<file path="src/design/hcar_pkg.sv">
// Shared types, codes and register-file access functions for the handheld CPU ALU.
`timescale 1ns / 1ps

package hcar_pkg;

    localparam int OP_W     = 5;
    localparam int TGT_W    = 4;
    localparam int BIDX_W   = 3;
    localparam int WIDE_W   = 16;
    localparam int BYTE_W   = 8;
    localparam int FLAG_W   = 4;
    localparam int NUM_REGS = 8;

    // Eight 8-bit registers, indexed A,B,C,D,E,F,H,L.
    typedef logic [NUM_REGS-1:0][BYTE_W-1:0] rf_t;

    typedef enum logic [OP_W-1:0] {
        OP_ADD   = 5'd0,
        OP_ADD16 = 5'd1,
        OP_ADC   = 5'd2,
        OP_SUB   = 5'd3,
        OP_SBC   = 5'd4,
        OP_AND   = 5'd5,
        OP_OR    = 5'd6,
        OP_XOR   = 5'd7,
        OP_CP    = 5'd8,
        OP_INC   = 5'd9,
        OP_DEC   = 5'd10,
        OP_CCF   = 5'd11,
        OP_SCF   = 5'd12,
        OP_RRA   = 5'd13,
        OP_RLA   = 5'd14,
        OP_RRCA  = 5'd15,
        OP_RLCA  = 5'd16,
        OP_CPL   = 5'd17,
        OP_BIT   = 5'd18,
        OP_RES   = 5'd19,
        OP_SET   = 5'd20,
        OP_SRL   = 5'd21,
        OP_RR    = 5'd22,
        OP_RL    = 5'd23,
        OP_RRC   = 5'd24,
        OP_RLC   = 5'd25,
        OP_SRA   = 5'd26,
        OP_SLA   = 5'd27,
        OP_SWAP  = 5'd28,
        OP_LOAD  = 5'd29
    } op_t;

    localparam logic [2:0] REG_A = 3'd0;
    localparam logic [2:0] REG_B = 3'd1;
    localparam logic [2:0] REG_C = 3'd2;
    localparam logic [2:0] REG_D = 3'd3;
    localparam logic [2:0] REG_E = 3'd4;
    localparam logic [2:0] REG_F = 3'd5;
    localparam logic [2:0] REG_H = 3'd6;
    localparam logic [2:0] REG_L = 3'd7;

    localparam logic [TGT_W-1:0] TGT_A  = 4'd0;
    localparam logic [TGT_W-1:0] TGT_F  = 4'd5;
    localparam logic [TGT_W-1:0] TGT_BC = 4'd8;
    localparam logic [TGT_W-1:0] TGT_DE = 4'd9;
    localparam logic [TGT_W-1:0] TGT_HL = 4'd10;

    localparam logic [BYTE_W-1:0] FLAG_MASK = 8'hF0;

    function automatic logic is_pair(logic [TGT_W-1:0] t);
        return (t == TGT_BC) || (t == TGT_DE) || (t == TGT_HL);
    endfunction

    function automatic logic [2:0] pair_lo(logic [TGT_W-1:0] t);
        return (t == TGT_BC) ? REG_C : (t == TGT_DE) ? REG_E : REG_L;
    endfunction

    function automatic logic [2:0] pair_hi(logic [TGT_W-1:0] t);
        return (t == TGT_BC) ? REG_B : (t == TGT_DE) ? REG_D : REG_H;
    endfunction

    // Byte read: a pair stands for its low register, unused codes read zero.
    function automatic logic [BYTE_W-1:0] rd8(rf_t rf, logic [TGT_W-1:0] t);
        if (!t[3])
        begin
            return rf[t[2:0]];
        end
        else if (is_pair(t))
        begin
            return rf[pair_lo(t)];
        end
        return '0;
    endfunction

    function automatic logic [WIDE_W-1:0] rd16(rf_t rf, logic [TGT_W-1:0] t);
        if (!t[3])
        begin
            return {8'h00, rf[t[2:0]]};
        end
        else if (is_pair(t))
        begin
            return {rf[pair_hi(t)], rf[pair_lo(t)]};
        end
        return '0;
    endfunction

    // Byte write: F keeps only its upper nibble, unused codes are ignored.
    function automatic rf_t wr8(rf_t rf, logic [TGT_W-1:0] t, logic [BYTE_W-1:0] v);
        rf_t r;
        r = rf;
        if (!t[3])
        begin
            r[t[2:0]] = (t == TGT_F) ? (v & FLAG_MASK) : v;
        end
        else if (is_pair(t))
        begin
            r[pair_lo(t)] = v;
        end
        return r;
    endfunction

    function automatic rf_t wr16(rf_t rf, logic [TGT_W-1:0] t, logic [WIDE_W-1:0] v);
        rf_t r;
        r = rf;
        if (!t[3])
        begin
            r = wr8(rf, t, v[7:0]);
        end
        else if (is_pair(t))
        begin
            r[pair_hi(t)] = v[15:8];
            r[pair_lo(t)] = v[7:0];
        end
        return r;
    endfunction

endpackage

</file>
<file path="src/design/hcar_cmd_if.sv">
// Command channel interface: one instruction word per handshake.
`timescale 1ns / 1ps

interface hcar_cmd_if
    import hcar_pkg::*;
();
    logic              valid;
    logic              ready;
    logic [OP_W-1:0]   op;
    logic [TGT_W-1:0]  target;
    logic [BIDX_W-1:0] bit_pos;
    logic [WIDE_W-1:0] load_value;

    modport source (output valid, output op, output target, output bit_pos,
                    output load_value, input ready);
    modport sink   (input valid, input op, input target, input bit_pos,
                    input load_value, output ready);
endinterface

</file>
<file path="src/design/hcar_rsp_if.sv">
// Response channel interface: result value and new flags per handshake.
`timescale 1ns / 1ps

interface hcar_rsp_if
    import hcar_pkg::*;
();
    logic              valid;
    logic              ready;
    logic [WIDE_W-1:0] result;
    logic [FLAG_W-1:0] flags;

    modport source (output valid, output result, output flags, input ready);
    modport sink   (input valid, input result, input flags, output ready);
endinterface

</file>
<file path="src/design/handheld_cpu_alu_regfile.sv">
// Top level of the handheld CPU ALU with its register file and word handshakes.
`timescale 1ns / 1ps
// A word accepted on cmd waits in the command stage, is executed into the result
// register when that register is empty or being drained, and is then offered on rsp.
// Throughput: one word per cycle unless rsp stalls; the single execute pass
// updates the register file in the same edge that loads the result register,
// so the next word sees the new state.
// Reset clears the register file to zero and empties the command and result stages.

module handheld_cpu_alu_regfile
    import hcar_pkg::*;
(
    input  logic       clk,
    input  logic       rst_n,
    hcar_cmd_if.sink   cmd,
    hcar_rsp_if.source rsp
);

    // Command stage: holds one instruction word until the execute pass takes it.
    logic              cmd_vld_reg;
    logic              cmd_vld_next;
    logic [OP_W-1:0]   op_reg;
    logic [TGT_W-1:0]  tgt_reg;
    logic [BIDX_W-1:0] bidx_reg;
    logic [WIDE_W-1:0] lval_reg;

    // Result stage: holds the finished word until the consumer takes it.
    logic              rsp_vld_reg;
    logic              rsp_vld_next;
    logic [WIDE_W-1:0] result_reg;
    logic [FLAG_W-1:0] flags_reg;

    logic              advance;
    logic              cmd_take;
    rf_t               rf;
    rf_t               rf_next;
    logic [WIDE_W-1:0] exec_result;
    logic [FLAG_W-1:0] exec_flags;

    // The held word executes when the result register is empty or being drained.
    assign advance   = cmd_vld_reg && (!rsp_vld_reg || rsp.ready);
    assign cmd.ready = !cmd_vld_reg || advance;
    assign cmd_take  = cmd.valid && cmd.ready;

    assign cmd_vld_next = cmd_take || (cmd_vld_reg && !advance);
    assign rsp_vld_next = advance || (rsp_vld_reg && !rsp.ready);

    always_ff @(posedge clk or negedge rst_n)
    begin
        if (!rst_n)
        begin
            cmd_vld_reg <= 1'b0;
            rsp_vld_reg <= 1'b0;
        end
        else
        begin
            cmd_vld_reg <= cmd_vld_next;
            rsp_vld_reg <= rsp_vld_next;
        end
    end

    always_ff @(posedge clk)
    begin
        if (cmd_take)
        begin
            op_reg   <= cmd.op;
            tgt_reg  <= cmd.target;
            bidx_reg <= cmd.bit_pos;
            lval_reg <= cmd.load_value;
        end
    end

    always_ff @(posedge clk)
    begin
        if (advance)
        begin
            result_reg <= exec_result;
            flags_reg  <= exec_flags;
        end
    end

    hcar_exec u_exec (
        .op         (op_reg),
        .target     (tgt_reg),
        .bit_pos    (bidx_reg),
        .load_value (lval_reg),
        .rf         (rf),
        .rf_next    (rf_next),
        .result     (exec_result),
        .flags      (exec_flags)
    );

    // The register file commits exactly when the result register loads.
    hcar_regfile u_regfile (
        .clk     (clk),
        .rst_n   (rst_n),
        .we      (advance),
        .rf_next (rf_next),
        .rf      (rf)
    );

    assign rsp.valid  = rsp_vld_reg;
    assign rsp.result = result_reg;
    assign rsp.flags  = flags_reg;

endmodule

</file>
<file path="src/design/hcar_regfile.sv">
// Architectural register file A,B,C,D,E,F,H,L with whole-file update.
`timescale 1ns / 1ps

module hcar_regfile
    import hcar_pkg::*;
(
    input  logic clk,
    input  logic rst_n,
    input  logic we,
    input  rf_t  rf_next,
    output rf_t  rf
);

    rf_t rf_reg;

    always_ff @(posedge clk or negedge rst_n)
    begin
        if (!rst_n)
        begin
            rf_reg <= '0;
        end
        else if (we)
        begin
            rf_reg <= rf_next;
        end
    end

    assign rf = rf_reg;

endmodule

</file>
<file path="src/design/hcar_exec.sv">
// Single-pass execute logic: decodes one instruction and forms the next register file.
`timescale 1ns / 1ps

module hcar_exec
    import hcar_pkg::*;
(
    input  logic [OP_W-1:0]   op,
    input  logic [TGT_W-1:0]  target,
    input  logic [BIDX_W-1:0] bit_pos,
    input  logic [WIDE_W-1:0] load_value,
    input  rf_t               rf,
    output rf_t               rf_next,
    output logic [WIDE_W-1:0] result,
    output logic [FLAG_W-1:0] flags
);

    op_t               op_c;
    logic [BYTE_W-1:0] a;
    logic [BYTE_W-1:0] f;
    logic [BYTE_W-1:0] v;
    logic              zin;
    logic              cin;
    logic              cy;
    logic [8:0]        sum9;
    logic [4:0]        hsum5;
    logic [8:0]        diff9;
    logic [4:0]        hdiff5;
    logic [WIDE_W-1:0] hl;
    logic [WIDE_W-1:0] w;
    logic [16:0]       sum17;
    logic [12:0]       hsum13;
    logic [WIDE_W-1:0] pair_val;
    logic [BYTE_W-1:0] logic_r;
    logic [BYTE_W-1:0] bit_mask;
    logic [BYTE_W-1:0] sh_r;
    logic              sh_c;

    logic              fl_we;
    logic [FLAG_W-1:0] fl_val;
    logic              w8_we;
    logic [TGT_W-1:0]  w8_tgt;
    logic [BYTE_W-1:0] w8_val;
    logic              w16_we;
    logic [TGT_W-1:0]  w16_tgt;
    logic [WIDE_W-1:0] w16_val;
    logic [TGT_W-1:0]  show_tgt;
    logic              show_wide;
    logic              show_fix;
    logic [WIDE_W-1:0] shown_fix;
    rf_t               rf_fl;
    rf_t               rf_w8;

    assign op_c = op_t'(op);
    assign a    = rf[REG_A];
    assign f    = rf[REG_F];
    assign zin  = f[7];
    assign cin  = f[4];
    assign v    = rd8(rf, target);

    // Carry into adc and sbc only.
    assign cy = ((op_c == OP_ADC) || (op_c == OP_SBC)) ? cin : 1'b0;

    assign sum9   = {1'b0, a} + {1'b0, v} + {8'h00, cy};
    assign hsum5  = {1'b0, a[3:0]} + {1'b0, v[3:0]} + {4'h0, cy};
    assign diff9  = {1'b0, a} - {1'b0, v} - {8'h00, cy};
    assign hdiff5 = {1'b0, a[3:0]} - {1'b0, v[3:0]} - {4'h0, cy};

    assign hl     = rd16(rf, TGT_HL);
    assign w      = rd16(rf, target);
    assign sum17  = {1'b0, hl} + {1'b0, w};
    assign hsum13 = {1'b0, hl[11:0]} + {1'b0, w[11:0]};

    assign pair_val = (op_c == OP_INC) ? (w + 16'd1) : (w - 16'd1);
    assign bit_mask = 8'(1) << bit_pos;

    always_comb
    begin
        unique case (op_c)
            OP_AND:  logic_r = a & v;
            OP_OR:   logic_r = a | v;
            default: logic_r = a ^ v;
        endcase
    end

    // CB-prefix rotates, shifts and nibble swap on the operand byte.
    always_comb
    begin
        unique case (op_c)
            OP_SRL:
            begin
                sh_r = {1'b0, v[7:1]};
                sh_c = v[0];
            end
            OP_RR:
            begin
                sh_r = {cin, v[7:1]};
                sh_c = v[0];
            end
            OP_RL:
            begin
                sh_r = {v[6:0], cin};
                sh_c = v[7];
            end
            OP_RRC:
            begin
                sh_r = {v[0], v[7:1]};
                sh_c = v[0];
            end
            OP_RLC:
            begin
                sh_r = {v[6:0], v[7]};
                sh_c = v[7];
            end
            OP_SRA:
            begin
                sh_r = {v[7], v[7:1]};
                sh_c = v[0];
            end
            OP_SLA:
            begin
                sh_r = {v[6:0], 1'b0};
                sh_c = v[7];
            end
            default:
            begin
                sh_r = {v[3:0], v[7:4]};
                sh_c = 1'b0;
            end
        endcase
    end

    always_comb
    begin
        fl_we     = 1'b0;
        fl_val    = f[7:4];
        w8_we     = 1'b0;
        w8_tgt    = target;
        w8_val    = '0;
        w16_we    = 1'b0;
        w16_tgt   = target;
        w16_val   = load_value;
        show_tgt  = target;
        show_wide = 1'b0;
        show_fix  = 1'b0;
        shown_fix = '0;

        unique case (op_c)
            OP_ADD, OP_ADC:
            begin
                fl_we    = 1'b1;
                fl_val   = {sum9[7:0] == 8'h00, 1'b0, hsum5[4], sum9[8]};
                w8_we    = 1'b1;
                w8_tgt   = TGT_A;
                w8_val   = sum9[7:0];
                show_tgt = TGT_A;
            end
            OP_ADD16:
            begin
                fl_we     = 1'b1;
                fl_val    = {zin, 1'b0, hsum13[12], sum17[16]};
                w16_we    = 1'b1;
                w16_tgt   = TGT_HL;
                w16_val   = sum17[15:0];
                show_tgt  = TGT_HL;
                show_wide = 1'b1;
            end
            OP_SUB, OP_SBC, OP_CP:
            begin
                fl_we  = 1'b1;
                fl_val = {diff9[7:0] == 8'h00, 1'b1, hdiff5[4], diff9[8]};
                if (op_c == OP_CP)
                begin
                    show_fix  = 1'b1;
                    shown_fix = {8'h00, v};
                end
                else
                begin
                    w8_we    = 1'b1;
                    w8_tgt   = TGT_A;
                    w8_val   = diff9[7:0];
                    show_tgt = TGT_A;
                end
            end
            OP_AND, OP_OR, OP_XOR:
            begin
                fl_we    = 1'b1;
                fl_val   = {logic_r == 8'h00, 1'b0, op_c == OP_AND, 1'b0};
                w8_we    = 1'b1;
                w8_tgt   = TGT_A;
                w8_val   = logic_r;
                show_tgt = TGT_A;
            end
            OP_INC, OP_DEC:
            begin
                if (is_pair(target))
                begin
                    // Pair increment and decrement leave the flags alone.
                    w16_we    = 1'b1;
                    w16_val   = pair_val;
                    show_wide = 1'b1;
                end
                else
                begin
                    fl_we = 1'b1;
                    w8_we = 1'b1;
                    if (op_c == OP_INC)
                    begin
                        w8_val = v + 8'd1;
                        fl_val = {v == 8'hFF, 1'b0, v[3:0] == 4'hF, cin};
                    end
                    else
                    begin
                        w8_val = v - 8'd1;
                        fl_val = {v == 8'h01, 1'b1, v[3:0] == 4'h0, cin};
                    end
                end
            end
            OP_CCF, OP_SCF:
            begin
                fl_we     = 1'b1;
                fl_val    = {zin, 1'b0, 1'b0, (op_c == OP_CCF) ? ~cin : 1'b1};
                show_fix  = 1'b1;
                shown_fix = {8'h00, a};
            end
            OP_RRA, OP_RLA, OP_RRCA, OP_RLCA:
            begin
                fl_we    = 1'b1;
                w8_we    = 1'b1;
                w8_tgt   = TGT_A;
                show_tgt = TGT_A;
                if (op_c == OP_RRA)
                begin
                    w8_val = {cin, a[7:1]};
                end
                else if (op_c == OP_RLA)
                begin
                    w8_val = {a[6:0], cin};
                end
                else if (op_c == OP_RRCA)
                begin
                    w8_val = {a[0], a[7:1]};
                end
                else
                begin
                    w8_val = {a[6:0], a[7]};
                end
                fl_val = {3'b000,
                          ((op_c == OP_RRA) || (op_c == OP_RRCA)) ? a[0] : a[7]};
            end
            OP_CPL:
            begin
                fl_we    = 1'b1;
                fl_val   = {zin, 1'b1, 1'b1, cin};
                w8_we    = 1'b1;
                w8_tgt   = TGT_A;
                w8_val   = ~a;
                show_tgt = TGT_A;
            end
            OP_BIT:
            begin
                fl_we     = 1'b1;
                fl_val    = {~v[bit_pos], 1'b0, 1'b1, cin};
                show_fix  = 1'b1;
                shown_fix = {8'h00, v};
            end
            OP_RES:
            begin
                w8_we  = 1'b1;
                w8_val = v & ~bit_mask;
            end
            OP_SET:
            begin
                w8_we  = 1'b1;
                w8_val = v | bit_mask;
            end
            OP_SRL, OP_RR, OP_RL, OP_RRC, OP_RLC, OP_SRA, OP_SLA, OP_SWAP:
            begin
                fl_we  = 1'b1;
                fl_val = {sh_r == 8'h00, 1'b0, 1'b0, sh_c};
                w8_we  = 1'b1;
                w8_val = sh_r;
            end
            OP_LOAD:
            begin
                if (is_pair(target))
                begin
                    w16_we    = 1'b1;
                    show_wide = 1'b1;
                end
                else
                begin
                    w8_we  = 1'b1;
                    w8_val = load_value[7:0];
                end
            end
            default:
            begin
                // Undefined opcodes change nothing and return zero.
                show_fix  = 1'b1;
                shown_fix = '0;
            end
        endcase
    end

    // The flag update lands first, so a result written to F wins.
    always_comb
    begin
        rf_fl = rf;
        if (fl_we)
        begin
            rf_fl[REG_F] = {fl_val, 4'h0};
        end
        rf_w8 = w8_we ? wr8(rf_fl, w8_tgt, w8_val) : rf_fl;
        rf_next = w16_we ? wr16(rf_w8, w16_tgt, w16_val) : rf_w8;
    end

    assign result = show_fix  ? shown_fix :
                    show_wide ? rd16(rf_next, show_tgt) :
                                {8'h00, rd8(rf_next, show_tgt)};
    assign flags  = rf_next[REG_F][7:4];

endmodule

</file>
<file path="src/flat_wrapper.sv">
// flat-port wrapper written by rule: the top's interface ports become plain ports
module handheld_cpu_alu_regfile_flat import hcar_pkg::*;
  (clk, rst_n, cmd_valid, cmd_op, cmd_target, cmd_bit_pos, cmd_load_value, cmd_ready, rsp_valid, rsp_result, rsp_flags, rsp_ready);
  hcar_cmd_if cmd_i ();
  hcar_rsp_if rsp_i ();
  input  logic clk;
  input  logic rst_n;
  input wire logic [$bits(cmd_i.valid)-1:0] cmd_valid;
  input wire logic [$bits(cmd_i.op)-1:0] cmd_op;
  input wire logic [$bits(cmd_i.target)-1:0] cmd_target;
  input wire logic [$bits(cmd_i.bit_pos)-1:0] cmd_bit_pos;
  input wire logic [$bits(cmd_i.load_value)-1:0] cmd_load_value;
  output wire logic [$bits(cmd_i.ready)-1:0] cmd_ready;
  output wire logic [$bits(rsp_i.valid)-1:0] rsp_valid;
  output wire logic [$bits(rsp_i.result)-1:0] rsp_result;
  output wire logic [$bits(rsp_i.flags)-1:0] rsp_flags;
  input wire logic [$bits(rsp_i.ready)-1:0] rsp_ready;
  assign cmd_i.valid = cmd_valid;
  assign cmd_i.op = cmd_op;
  assign cmd_i.target = cmd_target;
  assign cmd_i.bit_pos = cmd_bit_pos;
  assign cmd_i.load_value = cmd_load_value;
  assign cmd_ready = cmd_i.ready;
  assign rsp_valid = rsp_i.valid;
  assign rsp_result = rsp_i.result;
  assign rsp_flags = rsp_i.flags;
  assign rsp_i.ready = rsp_ready;
  handheld_cpu_alu_regfile u_core (.clk(clk), .rst_n(rst_n), .cmd(cmd_i), .rsp(rsp_i));
endmodule
</file>
<file path="config.mk">
export PLATFORM = sky130hd
export DESIGN_NAME = handheld_cpu_alu_regfile_flat
export DESIGN_NICKNAME = d
export VERILOG_FILES = /design/src/design/hcar_pkg.sv /design/src/design/hcar_cmd_if.sv /design/src/design/hcar_rsp_if.sv /design/src/design/handheld_cpu_alu_regfile.sv /design/src/design/hcar_regfile.sv /design/src/design/hcar_exec.sv /design/src/flat_wrapper.sv
export SDC_FILE = /design/constraint.sdc
export NUM_CORES = 1
export LEC_CHECK = 0
export ABC_AREA = 1
export BUFFER_PORTS_ARGS = -buffer_cell sky130_fd_sc_hd__buf_2
export CAP_MARGIN = 20
export CORE_MARGIN = 2
export CORE_UTILIZATION = 32
export CTS_CLUSTER_SIZE = 16
export DETAILED_ROUTE_END_ITERATION = 16
export PLACE_DENSITY_LB_ADDON = 0.3
export RECOVER_POWER = 25
export SLEW_MARGIN = 10
export SYNTH_ARGS = -nofsm -noshare
export SYNTH_HDL_FRONTEND = slang
export SYNTH_SLANG_ARGS = --single-unit
</file>
<file path="constraint.sdc">
create_clock -name clk -period 4.7 [get_ports clk]
set_input_delay 0.47 -clock clk [delete_from_list [all_inputs] [get_ports clk]]
set_output_delay 0.47 -clock clk [all_outputs]
set_load 0.1 [all_outputs]
</file>
* Yosys cells after proc, flatten, opt, wreduce, memory -nomap -nowiden *
Cells that the tools add are included.

storage, ports and cells
  register bits after elaboration = 114
  output and inout bits = 22

operators by class
  add/subtract/negate cells = 14
  $lt $le $gt $ge = 17
  eq/ne operators = 46
  shift operators = 1
  muxes and demuxes = 103
  bitwise logic cells = 9
  reductions and logical operators = 47

operators with widths
  operator                 number
  $mux W64                 6
  $bwmux W64               5
  $mux W8                  26
  $mux W16                 10
  $bmux W8 S3              6
  $demux W8 S3             5
  $pmux W8 S10             1
  $eq A5 B5 Y1 const B     14
  $pmux W8 S7              1
  $eq A4 B4 Y1 const B     13
  $lt A3 B4 Y1 const B     12
  $eq A5 B4 Y1 const B     8
  $pmux W4 S10             1
  $logic_not A8 Y1         4
  $pmux W16 S2             1
  $mux W3                  10
  $reduce_or A25 Y1        1
  $mux W4                  6
  $pmux W8 S3              1
  $reduce_or A24 Y1        1
  $eq A5 B3 Y1 const B     4
  $reduce_or A20 Y1        1
  $add A16 B16 Y17         1
  $add A16 B1 Y16 const B  1
  42 further kinds         98

* Longest topological paths before layout *
  word-level depth = 29
  depth in mapped cells = 35
  depth with buffers taken out = 34

* Hierarchy *
Synthesis repeated with hierarchy kept, for this count alone.

unflattened totals
  cells, all modules = 2403
  area, all modules = 14227.4 µm²

modules (own cells, without submodules)
  module                    instances  cells each  area an instance (µm²)
  hcar_exec                 1          2073        10244.8
  hcar_regfile              1          270         2446.1
  handheld_cpu_alu_regfile  1          60          1536.5

* Least setup slack after synthesis *
Ideal clock, no wire load.

  path kind = reg2reg
  start = register u_core.tgt_reg[2]
  end = register u_core.result_reg[6] (netlist: u_core.rsp.result[6]), data pin
  library setup time = 0.257 ns
  arrival time = 4.077 ns
  data required time = 4.443 ns
  path slack = 0.366 ns
  stages on the path, launching flop included = 32
  path buffers = 1
  period minus slack after synthesis = 4.334 ns
  path through = edfxtp_1 -> buf_2 -> inv_2 -> nand2_2 -> a21oi_4 -> inv_1 -> nand2_2 -> nand3_2 -> fa_1 -> fa_1 -> inv_1 -> nand2_1 -> a21oi_1 -> nor2_1 -> o21ai_0 -> nand3_1 -> nand2_1 -> nor2_1 -> nor3b_1 -> nand2_1 -> inv_2 -> nand3_2 -> inv_2 -> nand2_1 -> nand3_1 -> nand2_1 -> a21oi_1 -> o21ai_1 -> a21oi_1 -> nor2_1 -> nand2_1 -> nand2_1

on the way
  longest elaborated chain between the ends = 28

RTL lines
  element                                     RTL line                                        source
  start, declared                             handheld_cpu_alu_regfile.sv:23                  logic [TGT_W-1:0] tgt_reg;
  start signal, assigned                      handheld_cpu_alu_regfile.sv:67                  tgt_reg <= cmd.target;
  $eq A4 B4 Y1                                hcar_pkg.sv:68, hcar_pkg.sv:72, hcar_pkg.sv:76
  $mux W2                                     hcar_pkg.sv:72                                  return (t == TGT_BC) ? REG_C : (t == TGT_DE) ? REG_E : REG_L;
  $mux W3                                     hcar_pkg.sv:72
  $bmux W8 S3                                 hcar_pkg.sv:87, hcar_pkg.sv:99
  $mux W8 (implied by the code)               hcar_pkg.sv:87, hcar_pkg.sv:99
  $mux W8                                     hcar_pkg.sv:85                                  else if (is_pair(t))
  $mux W8                                     hcar_pkg.sv:81                                  if (!t[3])
  $mux W8                                     hcar_pkg.sv:89                                  return '0;
  (+13 left out)                              -
  $bmux W8 S3                                 hcar_pkg.sv:87, hcar_pkg.sv:99
  $mux W8 (implied by the code)               hcar_pkg.sv:87, hcar_pkg.sv:99
  $mux W8 / $mux W16 (equally long branches)  hcar_pkg.sv:85, hcar_pkg.sv:97
  $mux W8 / $mux W16 (equally long branches)  hcar_pkg.sv:81, hcar_pkg.sv:93
  $mux W8 / $mux W16 (equally long branches)  hcar_pkg.sv:89, hcar_pkg.sv:101
  $mux W16                                    hcar_exec.sv:318                                show_wide ? rd16(rf_next, show_tgt) :
  $mux W16 *                                  hcar_exec.sv:317                                assign result = show_fix ? shown_fix :
  via u_core.exec_result[6]                   handheld_cpu_alu_regfile.sv:37                  logic [WIDE_W-1:0] exec_result;
  end signal, assigned                        handheld_cpu_alu_regfile.sv:77                  result_reg <= exec_result;
  end, declared                               handheld_cpu_alu_regfile.sv:30                  logic [WIDE_W-1:0] result_reg;

The timed path passes the listed nets; every way through them passes the cells marked *. The select of a mux whose other input is x is not followed.
A chain may end at the register's enable or synchronous reset.

* Worst setup path in the final report *
  start = register u_core.tgt_reg[2]
  end = register u_core.result_reg[4] (netlist: u_core.rsp.result[4]), data pin

on the way
  longest elaborated chain between the ends = 28

RTL lines
  element                                     RTL line
  $eq A4 B4 Y1                                hcar_pkg.sv:68, hcar_pkg.sv:72, hcar_pkg.sv:76
  $mux W2                                     hcar_pkg.sv:72
  $mux W3                                     hcar_pkg.sv:72
  $bmux W8 S3                                 hcar_pkg.sv:87, hcar_pkg.sv:99
  $mux W8 (implied by the code)               hcar_pkg.sv:87, hcar_pkg.sv:99
  $mux W8                                     hcar_pkg.sv:85
  $mux W8                                     hcar_pkg.sv:81
  $mux W8                                     hcar_pkg.sv:89
  (+13 left out)                              -
  $bmux W8 S3                                 hcar_pkg.sv:87, hcar_pkg.sv:99
  $mux W8 (implied by the code)               hcar_pkg.sv:87, hcar_pkg.sv:99
  $mux W8 / $mux W16 (equally long branches)  hcar_pkg.sv:85, hcar_pkg.sv:97
  $mux W8 / $mux W16 (equally long branches)  hcar_pkg.sv:81, hcar_pkg.sv:93
  $mux W8 / $mux W16 (equally long branches)  hcar_pkg.sv:89, hcar_pkg.sv:101
  $mux W16                                    hcar_exec.sv:318
  $mux W16 *                                  hcar_exec.sv:317
  via u_core.exec_result[4]                   handheld_cpu_alu_regfile.sv:37

Marks and branches as above.

==> results.tsv <==
stage	metric	value	unit
outcome	violations	max-capacitance violations, max-slew violations, negative setup slack	
critical_path	path_buf_inv	8	
power	power.leakage	0.00989	µW
sta	finalCritPeriodShare	105	%
route	dr.pass1.iters	6	
clock_network	clk_pin_slew	0.07	ns
synthesis	syn_nets	2460	
finish	fin_nets	2922	
synthesis	synth_cell_types	62	
finish	final_cells	3423	
critical_path	cp.depth	30	
critical_path	cp-end-kind	flip-flop	
sta	finalClockSkew	0.0121	ns
finish	multi_input_comb_area	10300	µm²
sta	max_slew_margin	-26.1	%
grt	grt_overflow	0	
finish	largest_register_ffs	64	
route	viasPerCell	5.66	
finish	drive_gt1_share	28.3	%
grt	antenna_found_initial	2	
grt	grt_max_degree	42	
placement	portBuffers	53	
power	power_density	492	nW/µm²
clock_network	clkSinkCount	114	
finish	final_area	19700	µm²
clock_network	cts_root_buf	clkbuf_16	
critical_path	cp.arrival	5.18	ns
finish	areaGrowthSynthToFinish	41.1	%
critical_path	crit_type	reg2reg	
floorplan	die_w	213	µm
sta	clock.fmax	203	MHz
route	post-route-drc-count	0	
sta	final_max_slew_viol_count	30	
critical_path	crit_slowest_cell	edfxtp_1	
job	cap_violations	1	
synthesis	ys_seq_area_share	22.1	%
floorplan	die-area	45400	µm²
sta	hold_viol	0	
grt	grt_pass1_vias	18217	
critical_path	critPathMaxStageDelay	0.50	ns
synthesis	synth_top_flop_cell	dfrtp_1	
sta	setup_viol	7	
sta	fin_crit	4.92	ns
clock_network	cts.htree.levels	4	
finish	antennaDiodeCount	0	
finish	nFillCells	4676	
synthesis	yosysTopAreaCell	nand2_1	
clock_network	cts_tree	built	
synthesis	syn_area_per_cell	5.92	µm²
floorplan	die_h	213	µm
hold_path	worstHoldPathType	in2reg	
clock_network	ctsLongestPathBuffers	2	
synthesis	netlist_area	14000	µm²
route	highest_layer	met5	
synthesis	synth_cells	2363	
grt	groute.usage.overall	39.7	%
synthesis	synth_edf_count	48	
placement	postPlaceCellArea	17900	µm²
route	met3_length	8.43	mm
synthesis	ys_top_cells_by_area	nand2_1, dfrtp_1, edfxtp_1	
synthesis	ys_async_sr_fraction	57.9	%
placement	place_inst	3357	
route	wl	89.8	mm
grt	grt_pass1_wl	127	mm
synthesis	synth_top_area_share	20.6	%
critical_path	critPathRequiredTime	4.96	ns
route	ant_nets	0	
clock_network	clk-insertion-delay-late	0.50	ns
sta	setup_ws	-0.223	ns
hold_path	hold_path_depth	1	
route	drt_iter0_markers	2349	
critical_path	ff2ff_path_depth	30	
placement	gp_congestion	1.09	
finish	regArea	3090	µm²
outcome	status	complete, but fails checks	
power	ir_drop	0.000321	V
critical_path	path_max_fanout	5	
floorplan	pin_count	54	
route	num_vias	19387	
synthesis	yosys_warnings	0	
critical_path	crit_family	simple AND/OR/NAND/NOR gates	
route	wl_met1	37.9	mm
floorplan	start_util	32.5	%
route	wl_per_cell	26.2	µm
sta	rsz0062_at_grt	yes	
sta	tightest_slew	1.89	ns
synthesis	synth_seq_cells	114	
critical_path	startpoint_type	flip-flop	
route	dr_wl_met2	38.0	mm
critical_path	crit_top_cell	buf_6	
placement	dpl.hpwl	72.9	mm
floorplan	core	43100	µm²
clock_network	numCtsBuffers	17	
floorplan	rows	76	
path summary, 6_finish.rpt:
path / startpoint / slack (ns) / endpoint
max in group asynchronous: rst_n / 2.17 / u_core.u_regfile.rf[44]$_DFFE_PN0P_
max: u_core.tgt_reg[2]$_DFFE_PP_ / -0.22 / u_core.rsp.result[4]$_DFFE_PP_
min reg2reg: u_core.cmd_vld_reg$_DFF_PN0_ / 0.52 / u_core.rsp.valid$_DFF_PN0_
max reg2reg: u_core.tgt_reg[2]$_DFFE_PP_ / -0.22 / u_core.rsp.result[4]$_DFFE_PP_
min: cmd_op[3] / 0.14 / u_core.op_reg[3]$_DFFE_PP_
min in group asynchronous: rst_n / 1.03 / u_core.u_regfile.rf[27]$_DFFE_PN0P_
cells in the final DEF, fill, tap and decap left out, types with 7 or more instances in the layout:
cell       synthesis  routed
nand2_1          769     721
buf_4              7     436
inv_1            254     247
nand3_1          247     213
a21oi_1          173     157
nor2_1           157     148
o21ai_0          149     133
dfrtp_1           66      66
nand2_2           14      53
ha_1              59      51
buf_2             23      50
edfxtp_1          48      48
o21ai_1           46      46
inv_2             33      37
nand4_1           36      36
nand3_2            6      30
nor2_2            20      25
o211ai_1          21      21
a31oi_1           22      21
nor3_1            20      19
o22ai_1           21      19
clkbuf_16          0      18
buf_6              3      17
a21oi_2            1      15
nand3b_1          15      15
o21ai_2            0      12
nand2_4            3      11
nand3_4            1      11
or2_2             11      10
nor2_4             5       9
ha_4               0       8
buf_12             0       8
a22oi_1            7       7
cell type report:
| cell class | instances | area share, % |
|---|---|---|
| multi-input combinational | 1886 | 52.2 |
| clock buffer | 19 | 2.30 |
| timing repair buffer | 516 | 19.8 |
| sequential | 114 | 15.7 |
| tap | 585 | 3.71 |
| clock inverter | 13 | 0.672 |
| inverter | 290 | 5.58 |
cell usage after synthesis (20+ instances only):
cell type,n
buf_2,23
ha_1,59
nand2_1,769
inv_1,254
nor2_2,20
a31oi_1,22
nor3_1,20
nand3_1,247
nand4_1,36
o211ai_1,21
clkbuf_1,36
nor2_1,157
o22ai_1,21
edfxtp_1,48
o21ai_1,46
dfrtp_1,66
inv_2,33
a21oi_1,173
o21ai_0,149
timing repair:
item,in CTS,in global routing
resized for setup,74,160
buffers inserted,7,26
hold endpoints to repair,28,0
hold buffers,1,0
pin swaps,21,65
setup endpoints to repair,34,40
stage by stage:
step                hold slack (ns)  power (µW)  setup TNS [ns]  util, %  worst slack [ns]
floorplan                     0.174        4370               0        -             0.366
global placement              0.435        7490           -9.62     41.6             -1.05
detailed placement            0.444        7470          -10.50     41.6             -1.04
CTS                           0.109        9090           -1.02     43.9            -0.245
global route                  0.139       10200           -3.48     45.8            -0.380
finish                        0.141        9700          -0.834     45.8            -0.223
logic make-up (layout without fill, tap and decap cells):
kind of cell / Yosys count / after routing / synth area share [%]
compound gates: 485 / 485 / 19.4
xor+xnor: 10 / 10 / 0.626
fa+ha+maj: 65 / 65 / 6.14
buf+inv: 363 / 838 / 10.3
flops: 114 / 114 / 22.1
simple gates: 1326 / 1326 / 41.4
routing by layer:
layer	up-vias	track usage (%)
met5	-	0
met4	2	21.8
met3	255	7.81
met2	1047	59.7
met1	9274	53.3
li1	8809	-
power by group:
group | internal, µW | leakage [µW] | switching, µW
Sequential | 1310 | 0.00128 | 329
Combinational | 2600 | 0.00832 | 4070
Clock | 806 | 0.000290 | 592
Note: power is estimated with default switching activity, not from simulation.
